$ cat src/sv/rups_pkg.sv
// Shared types and constants of the resource unit profile scheduler.
`default_nettype none
package rups_pkg;
   localparam int NUM_RES   = 4;
   localparam int MAX_CAP   = 16;
   localparam int TIME_BITS = 16;
   localparam int NUM_CFG   = 4;
   localparam int CAP_W     = 5;
   localparam int RES_W     = 2;
   localparam int K_W       = $clog2(MAX_CAP);
   localparam int RES_IDX_W = $clog2(NUM_RES);
   localparam int ADDR_W    = RES_IDX_W + K_W;
   localparam int ROW_DEPTH = NUM_RES * MAX_CAP;
   localparam int AREA_W    = TIME_BITS + 8;
   localparam int CSR_IDX_W = 3;

   typedef enum logic [0:0] {
      MODE_QUERY = 1'b0,
      MODE_ADD   = 1'b1
   } mode_type;

   typedef enum logic [2:0] {
      ST_IDLE,
      ST_QWAIT,
      ST_APREV,
      ST_ASUB,
      ST_AFILL,
      ST_SRD,
      ST_SEX
   } state_type;
endpackage
`default_nettype wire

$ cat src/sv/rups_ram.sv
// Single-port-write, registered-read synchronous RAM.
`default_nettype none
module rups_ram #(
   parameter int DEPTH = 16,
   parameter int WIDTH = 16
) (
   input  wire logic                     clock,
   input  wire logic                     wr_en,
   input  wire logic [$clog2(DEPTH)-1:0] wr_addr,
   input  wire logic [WIDTH-1:0]         wr_data,
   input  wire logic                     rd_en,
   input  wire logic [$clog2(DEPTH)-1:0] rd_addr,
   output logic      [WIDTH-1:0]         rd_data
);
   logic [WIDTH-1:0] mem [DEPTH];

   always_ff @(posedge clock) begin
      if (wr_en) begin
         mem[wr_addr] <= wr_data;
      end
      if (rd_en) begin
         rd_data <= mem[rd_addr];
      end
   end
endmodule
`default_nettype wire

$ cat src/sv/resource_unit_profile_scheduler.sv
// Top level of the resource unit profile scheduler.
//  channel | ports                                   | content
//  req     | req_tvalid/tready/tdata/tuser/tlast     | query or add request
//  rsp     | rsp_tvalid/tready/tdata                 | earliest start
//  csr     | csr_valid/ready/index/data              | capacity registers
// A query request passes through ST_QWAIT; its result waits in an output register.
// An add request runs its setup in ST_APREV and, if needed, ST_ASUB, raises the top
// q entries in ST_AFILL, then scans row entries through ST_SRD and ST_SEX.
// The row store is one RAM with separate write and read ports; its reset state comes from 64 valid bits.
// Reset is synchronous; a stalled result holds the next query at its end.
`default_nettype none
module resource_unit_profile_scheduler
   import rups_pkg::*;
(
   input  wire logic                 clock,
   input  wire logic                 reset,
   input  wire logic                 req_tvalid,
   output logic                      req_tready,
   // resource_index, requirement, start_time, stop_time, zero pad
   input  wire logic [39:0]          req_tdata,
   // mode
   input  wire logic                 req_tuser,
   input  wire logic                 req_tlast,
   output logic                      rsp_tvalid,
   input  wire logic                 rsp_tready,
   // earliest_start
   output logic [15:0]               rsp_tdata,
   input  wire logic                 csr_valid,
   output logic                      csr_ready,
   input  wire logic [CSR_IDX_W-1:0] csr_index,
   input  wire logic [CAP_W-1:0]     csr_data
);
   state_type state_ff, state_in;

   logic [CAP_W-1:0]     cap_ff [NUM_CFG];
   logic [ROW_DEPTH-1:0] vld_ff;
   logic                 vld_rd_ff;

   logic [RES_W-1:0]     r_ff, r_in;
   logic [CAP_W-1:0]     q_ff, q_in, capv_ff, capv_in;
   logic [TIME_BITS-1:0] start_ff, start_in, stop_ff, stop_in, nst_ff, nst_in;
   logic [TIME_BITS-1:0] max_ff, max_in;
   logic                 last_ff, last_in, qv_ff, qv_in;
   logic [CAP_W-1:0]     k_ff, k_in, c_ff, c_in;
   logic signed [AREA_W-1:0] area_ff, area_in;
   logic                 rsp_valid_ff, rsp_valid_in;
   logic [15:0]          rsp_data_ff, rsp_data_in;

   logic                 row_we, row_re, dsp_we, dsp_re;
   logic [ADDR_W-1:0]    row_wa, row_ra;
   logic [TIME_BITS-1:0] row_wd, row_rd, row_q, dsp_wd, dsp_rd;
   logic [K_W-1:0]       dsp_wa, dsp_ra;

   // decoded request
   logic [RES_W-1:0]     d_r;
   logic [CAP_W-1:0]     d_q, d_cap, d_raw;
   logic [TIME_BITS-1:0] d_start, d_stop;
   logic                 d_valid, accept;

   assign d_r     = req_tdata[1:0];
   assign d_q     = req_tdata[6:2];
   assign d_start = req_tdata[22:7];
   assign d_stop  = req_tdata[38:23];
   assign d_raw   = cap_ff[d_r];
   assign d_cap   = (d_raw > CAP_W'(MAX_CAP)) ? CAP_W'(MAX_CAP) : d_raw;
   assign d_valid = ({1'b0, d_r} < (RES_W + 1)'(NUM_RES)) && (d_q != '0) && (d_q <= d_cap);

   assign req_tready = (state_ff == ST_IDLE);
   assign accept     = req_tvalid && req_tready;
   assign csr_ready  = 1'b1;
   assign rsp_tvalid = rsp_valid_ff;
   assign rsp_tdata  = rsp_data_ff;

   assign row_q = vld_rd_ff ? row_rd : '0;

   logic [CAP_W-1:0]     base;
   logic [TIME_BITS-1:0] prev, nst_new, lo, qval;
   logic signed [AREA_W-1:0] diff, rem;
   logic                 out_free;

   assign base     = capv_ff - q_ff;
   assign prev     = (q_ff < capv_ff) ? row_q : stop_ff;
   assign nst_new  = (c_ff >= q_ff) ? dsp_rd : nst_ff;
   assign lo       = (row_q > start_ff) ? row_q : start_ff;
   assign diff     = $signed(AREA_W'(nst_new)) - $signed(AREA_W'(lo));
   assign rem      = area_ff - diff;
   assign qval     = (qv_ff && row_q > max_ff) ? row_q : max_ff;
   assign out_free = !rsp_valid_ff || rsp_tready;

   // next state
   always_comb begin
      state_in = state_ff;
      case (state_ff)
         ST_IDLE: begin
            if (accept) begin
               if (req_tuser == MODE_QUERY) begin
                  state_in = ST_QWAIT;
               end else if (d_valid && d_stop > d_start) begin
                  state_in = ST_APREV;
               end
            end
         end
         ST_QWAIT: begin
            if (!last_ff || out_free) begin
               state_in = ST_IDLE;
            end
         end
         ST_APREV: state_in = (start_ff < prev) ? ST_ASUB : ST_SRD;
         ST_ASUB:  state_in = ST_AFILL;
         ST_AFILL: begin
            if (k_ff == capv_ff - 1'b1) begin
               state_in = ST_SRD;
            end
         end
         ST_SRD: begin
            if (area_ff <= 0 || k_ff == capv_ff) begin
               state_in = ST_IDLE;
            end else begin
               state_in = ST_SEX;
            end
         end
         ST_SEX: begin
            if (row_q < nst_ff && rem <= 0) begin
               state_in = ST_IDLE;
            end else begin
               state_in = ST_SRD;
            end
         end
         default: state_in = ST_IDLE;
      endcase
   end

   // datapath and memory control
   always_comb begin
      r_in = r_ff; q_in = q_ff; capv_in = capv_ff;
      start_in = start_ff; stop_in = stop_ff; nst_in = nst_ff;
      max_in = max_ff; last_in = last_ff; qv_in = qv_ff;
      k_in = k_ff; c_in = c_ff; area_in = area_ff;
      rsp_valid_in = rsp_valid_ff && !rsp_tready;
      rsp_data_in  = rsp_data_ff;
      row_we = 1'b0; row_wa = '0; row_wd = '0;
      row_re = 1'b0; row_ra = '0;
      dsp_we = 1'b0; dsp_wa = '0; dsp_wd = '0;
      dsp_re = 1'b0; dsp_ra = '0;
      case (state_ff)
         ST_IDLE: begin
            if (accept) begin
               r_in = d_r; q_in = d_q; capv_in = d_cap;
               start_in = d_start; stop_in = d_stop;
               last_in = req_tlast; qv_in = d_valid;
               row_re = 1'b1;
               if (req_tuser == MODE_QUERY) begin
                  row_ra = {d_r, K_W'(d_cap - d_q)};
               end else begin
                  row_ra = {d_r, K_W'(d_cap - d_q - 1'b1)};
               end
            end
         end
         ST_QWAIT: begin
            if (!last_ff) begin
               max_in = qval;
            end else if (out_free) begin
               rsp_valid_in = 1'b1;
               rsp_data_in  = 16'(qval);
               max_in       = '0;
            end
         end
         ST_APREV: begin
            nst_in  = (stop_ff < prev) ? stop_ff : prev;
            area_in = AREA_W'(q_ff) * AREA_W'(stop_ff - start_ff);
            if (!(start_ff < prev)) begin
               k_in = '0; c_in = '0; nst_in = stop_ff;
            end
         end
         ST_ASUB: begin
            area_in = area_ff - AREA_W'(q_ff) * AREA_W'(nst_ff - start_ff);
            k_in    = base;
         end
         ST_AFILL: begin
            row_we = 1'b1;
            row_wa = {r_ff, K_W'(k_ff)};
            row_wd = nst_ff;
            k_in   = k_ff + 1'b1;
            if (k_ff == capv_ff - 1'b1) begin
               k_in = '0; c_in = '0; nst_in = stop_ff;
            end
         end
         ST_SRD: begin
            row_re = 1'b1;
            row_ra = {r_ff, K_W'(k_ff)};
            dsp_re = 1'b1;
            dsp_ra = K_W'(c_ff - q_ff);
         end
         ST_SEX: begin
            k_in = k_ff + 1'b1;
            if (row_q < nst_ff) begin
               row_we = 1'b1;
               row_wa = {r_ff, K_W'(k_ff)};
               if (rem > 0) begin
                  area_in = rem;
                  dsp_we  = 1'b1;
                  dsp_wa  = K_W'(c_ff);
                  dsp_wd  = row_q;
                  c_in    = c_ff + 1'b1;
                  row_wd  = nst_new;
                  nst_in  = nst_new;
               end else begin
                  row_wd = TIME_BITS'(AREA_W'(lo) + area_ff);
               end
            end
         end
         default: ;
      endcase
   end

   always_ff @(posedge clock) begin
      if (reset) begin
         state_ff     <= ST_IDLE;
         vld_ff       <= '0;
         max_ff       <= '0;
         rsp_valid_ff <= 1'b0;
         for (int i = 0; i < NUM_CFG; i++) begin
            cap_ff[i] <= CAP_W'(16);
         end
      end else begin
         state_ff     <= state_in;
         max_ff       <= max_in;
         rsp_valid_ff <= rsp_valid_in;
         if (row_we) begin
            vld_ff[row_wa] <= 1'b1;
         end
         if (csr_valid && csr_index < CSR_IDX_W'(NUM_CFG)) begin
            cap_ff[csr_index[1:0]] <= csr_data;
         end
      end
   end

   always_ff @(posedge clock) begin
      r_ff <= r_in; q_ff <= q_in; capv_ff <= capv_in;
      start_ff <= start_in; stop_ff <= stop_in; nst_ff <= nst_in;
      last_ff <= last_in; qv_ff <= qv_in;
      k_ff <= k_in; c_ff <= c_in; area_ff <= area_in;
      rsp_data_ff <= rsp_data_in;
      if (row_re) begin
         vld_rd_ff <= vld_ff[row_ra];
      end
   end

   rups_ram #(.DEPTH(ROW_DEPTH), .WIDTH(TIME_BITS)) u_row (
      .clock(clock), .wr_en(row_we), .wr_addr(row_wa), .wr_data(row_wd),
      .rd_en(row_re), .rd_addr(row_ra), .rd_data(row_rd)
   );

   rups_ram #(.DEPTH(MAX_CAP), .WIDTH(TIME_BITS)) u_dsp (
      .clock(clock), .wr_en(dsp_we), .wr_addr(dsp_wa), .wr_data(dsp_wd),
      .rd_en(dsp_re), .rd_addr(dsp_ra), .rd_data(dsp_rd)
   );

   a_c_le_k: assert property (@(posedge clock) disable iff (reset)
      (state_ff == ST_SEX) |-> (c_ff <= k_ff))
      else $error("displaced count ahead of scan index");
   a_wr_in_row: assert property (@(posedge clock) disable iff (reset)
      row_we |-> (k_ff < capv_ff))
      else $error("row write beyond capacity");
   a_rsp_src: assert property (@(posedge clock) disable iff (reset)
      $rose(rsp_valid_ff) |-> $past(state_ff == ST_QWAIT && last_ff))
      else $error("result without a closing query");
endmodule
`default_nettype wire

$ cat config.mk
export PLATFORM = sky130hd
export DESIGN_NAME = resource_unit_profile_scheduler
export DESIGN_NICKNAME = d
export VERILOG_FILES = /design/src/sv/rups_pkg.sv /design/src/sv/rups_ram.sv /design/src/sv/resource_unit_profile_scheduler.sv
export SDC_FILE = /design/constraint.sdc
export NUM_CORES = 2
export LEC_CHECK = 0
export ABC_AREA = 1
export CORE_MARGIN = 3
export CORE_UTILIZATION = 45
export CTS_CLUSTER_DIAMETER = 60
export DETAILED_ROUTE_END_ITERATION = 8
export DONT_BUFFER_PORTS = 1
export GPL_ROUTABILITY_DRIVEN = 0
export PLACE_DENSITY_LB_ADDON = 0.12
export RECOVER_POWER = 25
export SLEW_MARGIN = 10
export SYNTH_ARGS = -nofsm -noshare
export SYNTH_HDL_FRONTEND = slang
export SYNTH_HIERARCHICAL = 1
export SYNTH_SLANG_ARGS = --single-unit
$ cat constraint.sdc
create_clock -name clock -period 12.6 [get_ports clock]
set_input_delay 1.26 -clock clock [delete_from_list [all_inputs] [get_ports clock]]
set_output_delay 1.26 -clock clock [all_outputs]
set_load 0.005 [all_outputs]
==> impl_metrics.toml <==
[status]
status = "finished with violations"
violations = "capacitance limit, slew limit"

[clock_network]
post_cts_resized = 0
cts_sinks = 1529
ctsLongestPathBuffers = 3
numCtsBuffers = 173
cts_hold_buf = 0
cts_root_buf = "clkbuf_16"
postCtsSetupRepairBufs = 0
insertion_delay_ps = 820
clk_pin_slew_worst_paths_ps = 60
htreeDepth = 4
tritoncts = "yes"

[hold_path]
holdPathEnd = "vld_ff[14]"
worstHoldPathType = "reg2reg"
min_path_cells = 2
hold_start = "vld_ff[14]"

[setup_path]
r2r_slack_ps = 2030
critical_path_arrival_ps = 10960
crit_path_end_kind = "flop"
start_kind = "flop"
slowest_delay_ps = 960
cpLargestDelayFamily = "simple AND/OR/NAND/NOR gates"
crit_required_ps = 12990
crit_path_top_delay_cell = "nor2_2"
r2r_cells = 37
worst-path-buf-inv = 5
reg2reg_from = "q_ff[2]"
critPathMaxFanout = 31
r2r-end = "u_dsp/mem[15][10]"
crit_path_frequent_cell = "nand2_1"
critPathKind = "reg2reg"

[synth]
async_flop_share_pct = 0
synth_seq_cells = 1529
syn_area_um2 = 78600
yosysMostFrequentCell = "nand2_1"
ys_warn_count = 6
synthAdderAreaFrac_pct = 7.75
synthTopCellsByCount = "2377 x nand2_1, 1445 x edfxtp_1, 1207 x nand3_1"
synth_area_leader_cell = "edfxtp_1"
synth_xor_area_share_pct = 1.18
synthMuxAreaShare_pct = 0
synthDominantCellAreaShare_pct = 55.2
yosys.cell_types.count = 66
yosys-top-cells-area = "edfxtp_1 55%, nand2_1 11%, nand3_1 7.7%, ha_1 4.9%, inv_1 3.6%"
synth_top_family_by_area = "simple AND/OR/NAND/NOR gates"
synth_ff_type = "edfxtp_1"
ys_seq_area_share_pct = 57.4
synth_edf_count = 1445
synth_simple_gate_area_share_pct = 22.6
syn_nets = 8496
synth_compound_area_share_pct = 4.64
avgSynthCellArea_um2 = 9.79
syn_inst = 8022

[final_layout]
fill_cells = 15900
multi_input_area_um2 = 28700
nets = 8445
area_delta_synth_final_pct = 9.73
regArea_um2 = 45100
drive_gt1_share_pct = 5.75

[floorplanning]
fp.dieArea_um2 = 180000
io_pins = 74
dieWidth_um = 424
core_um2 = 172000
die_y_um = 424
initial_core_util_pct = 45.5
num_rows = 152

[routing]
drcViolationCount = 0
drt_iter0_markers = 5130
drt_wl_total_um = 225000
num_vias = 56400
dr.pass1.iters = 8
via_per_inst = 5.41
drtAntennaViolNets = 0
wl_per_cell_um = 21.6

[global_route]
grt_pass1_vias = 53600
grt.overflow.total = 0
grt_use_total_pct = 24.6
grt_pass1_wl_um = 336000
gr-usage-met2_pct = 40.9
grt_max_degree = 184
use_met1_pct = 32.9
busiest_layer = "met2"
use_met3_pct = 3.22
antenna_found_initial = 6

[timing]
finalSetupTns_ps = 0
timing.fmax_mhz = 94.6
max_slew_margin_pct = -81.3
fin_crit_sh_pct = 83.9
hold_violations = 0
worst_slew_pin_slew_ps = 2720
skew_ps = 74.3
rsz0062_at_grt = "no"
setup_violations = 0
post-route-min-period_ps = 10570
finalMaxSlewViolations = 122

[placed_design]
numPortBuffers = 0
hpwlAfterDp_um = 141000

[job]
drv_cap = 4
==> cells in the final DEF, fill, tap and decap left out, types with 84 or more instances in the layout <==
cell,netlist,routed
clkbuf_16,0,180
o21ai_0,173,186
dfxtp_1,84,84
a21oi_1,281,279
buf_4,39,90
inv_1,757,761
nor2_1,399,382
nand3_1,1207,1211
ha_1,306,306
edfxtp_1,1445,1445
fa_1,113,113
nand2_1,2377,2377
==> final cells by class <==
cell class,instances,area share [%]
clock inverter,101,1.17
antenna,2,0.00581
clock buffer,221,5.42
inverter,781,3.44
timing repair buffer,131,1.08
multi-input combinational,5355,33.3
tap,2310,3.35
sequential,1529,52.3
==> tightest hold or removal path: stages, from the launching register on <==
cell and delay (ps):
dfxtp_1 310, inv_1 40, a21oi_1 50
==> layer usage <==
layer | routed length [um] | part of all wire (%)
met1 | 95300 | 42
met2 | 109000 | 48
met3 | 12600 | 5.6
met4 | 8340 | 3.7
met5 | 0 | 0
==> cells by family after synthesis <==
kind of cell    after synthesis
simple gates               4181
flops                      1529
buf+inv                    1138
compound gates              649
fa+ha+maj                   419
xor+xnor                    105
other cells                   1
==> worst max path at each step <==
stage | from | end | cells past startpoint
2_1_floorplan | q_ff[1] | u_row/mem[0][3] | 40
3_3_place_gp | q_ff[2] | u_dsp/mem[13][8] | 41
3_5_place_dp | q_ff[2] | u_dsp/mem[15][8] | 37
4_1_cts | q_ff[2] | u_dsp/mem[15][10] | 37
5_1_grt | q_ff[2] | u_dsp/mem[15][10] | 44
6_report | q_ff[2] | u_dsp/mem[15][10] | 37
==> state kept, by name, indices dropped and copies added (netlist names), 16 cells and up <==
signal         flops
nst_ff            16
u_row/mem       1024
area_ff           24
start_ff          16
u_dsp/rd_data     16
u_dsp/mem        256
rsp_tdata         16
u_row/rd_data     16
cap_ff            20
max_ff            16
vld_ff            64
stop_ff           16
==> through the flow <==
stage / cell area (um2) / setup slack, ps / hold slack, ps / utilization, % / std cells
3_5_place_dp: 80800 / 2380 / 438 / 46.8 / 10100
5_1_grt: 86200 / 1160 / 471 / 50.0 / 10400
4_1_cts: 86500 / 2330 / 447 / 50.1 / 10400
6_report: 86200 / 2030 / 445 / 50.0 / 10400
2_1_floorplan: 78600 / 4400 / 427 / - / 8022
3_3_place_gp: 80800 / 2600 / 429 / 46.8 / 10100
Power is not shown: default switching activity piles up to over one toggle a cycle in this logic, so the estimate is an artifact.
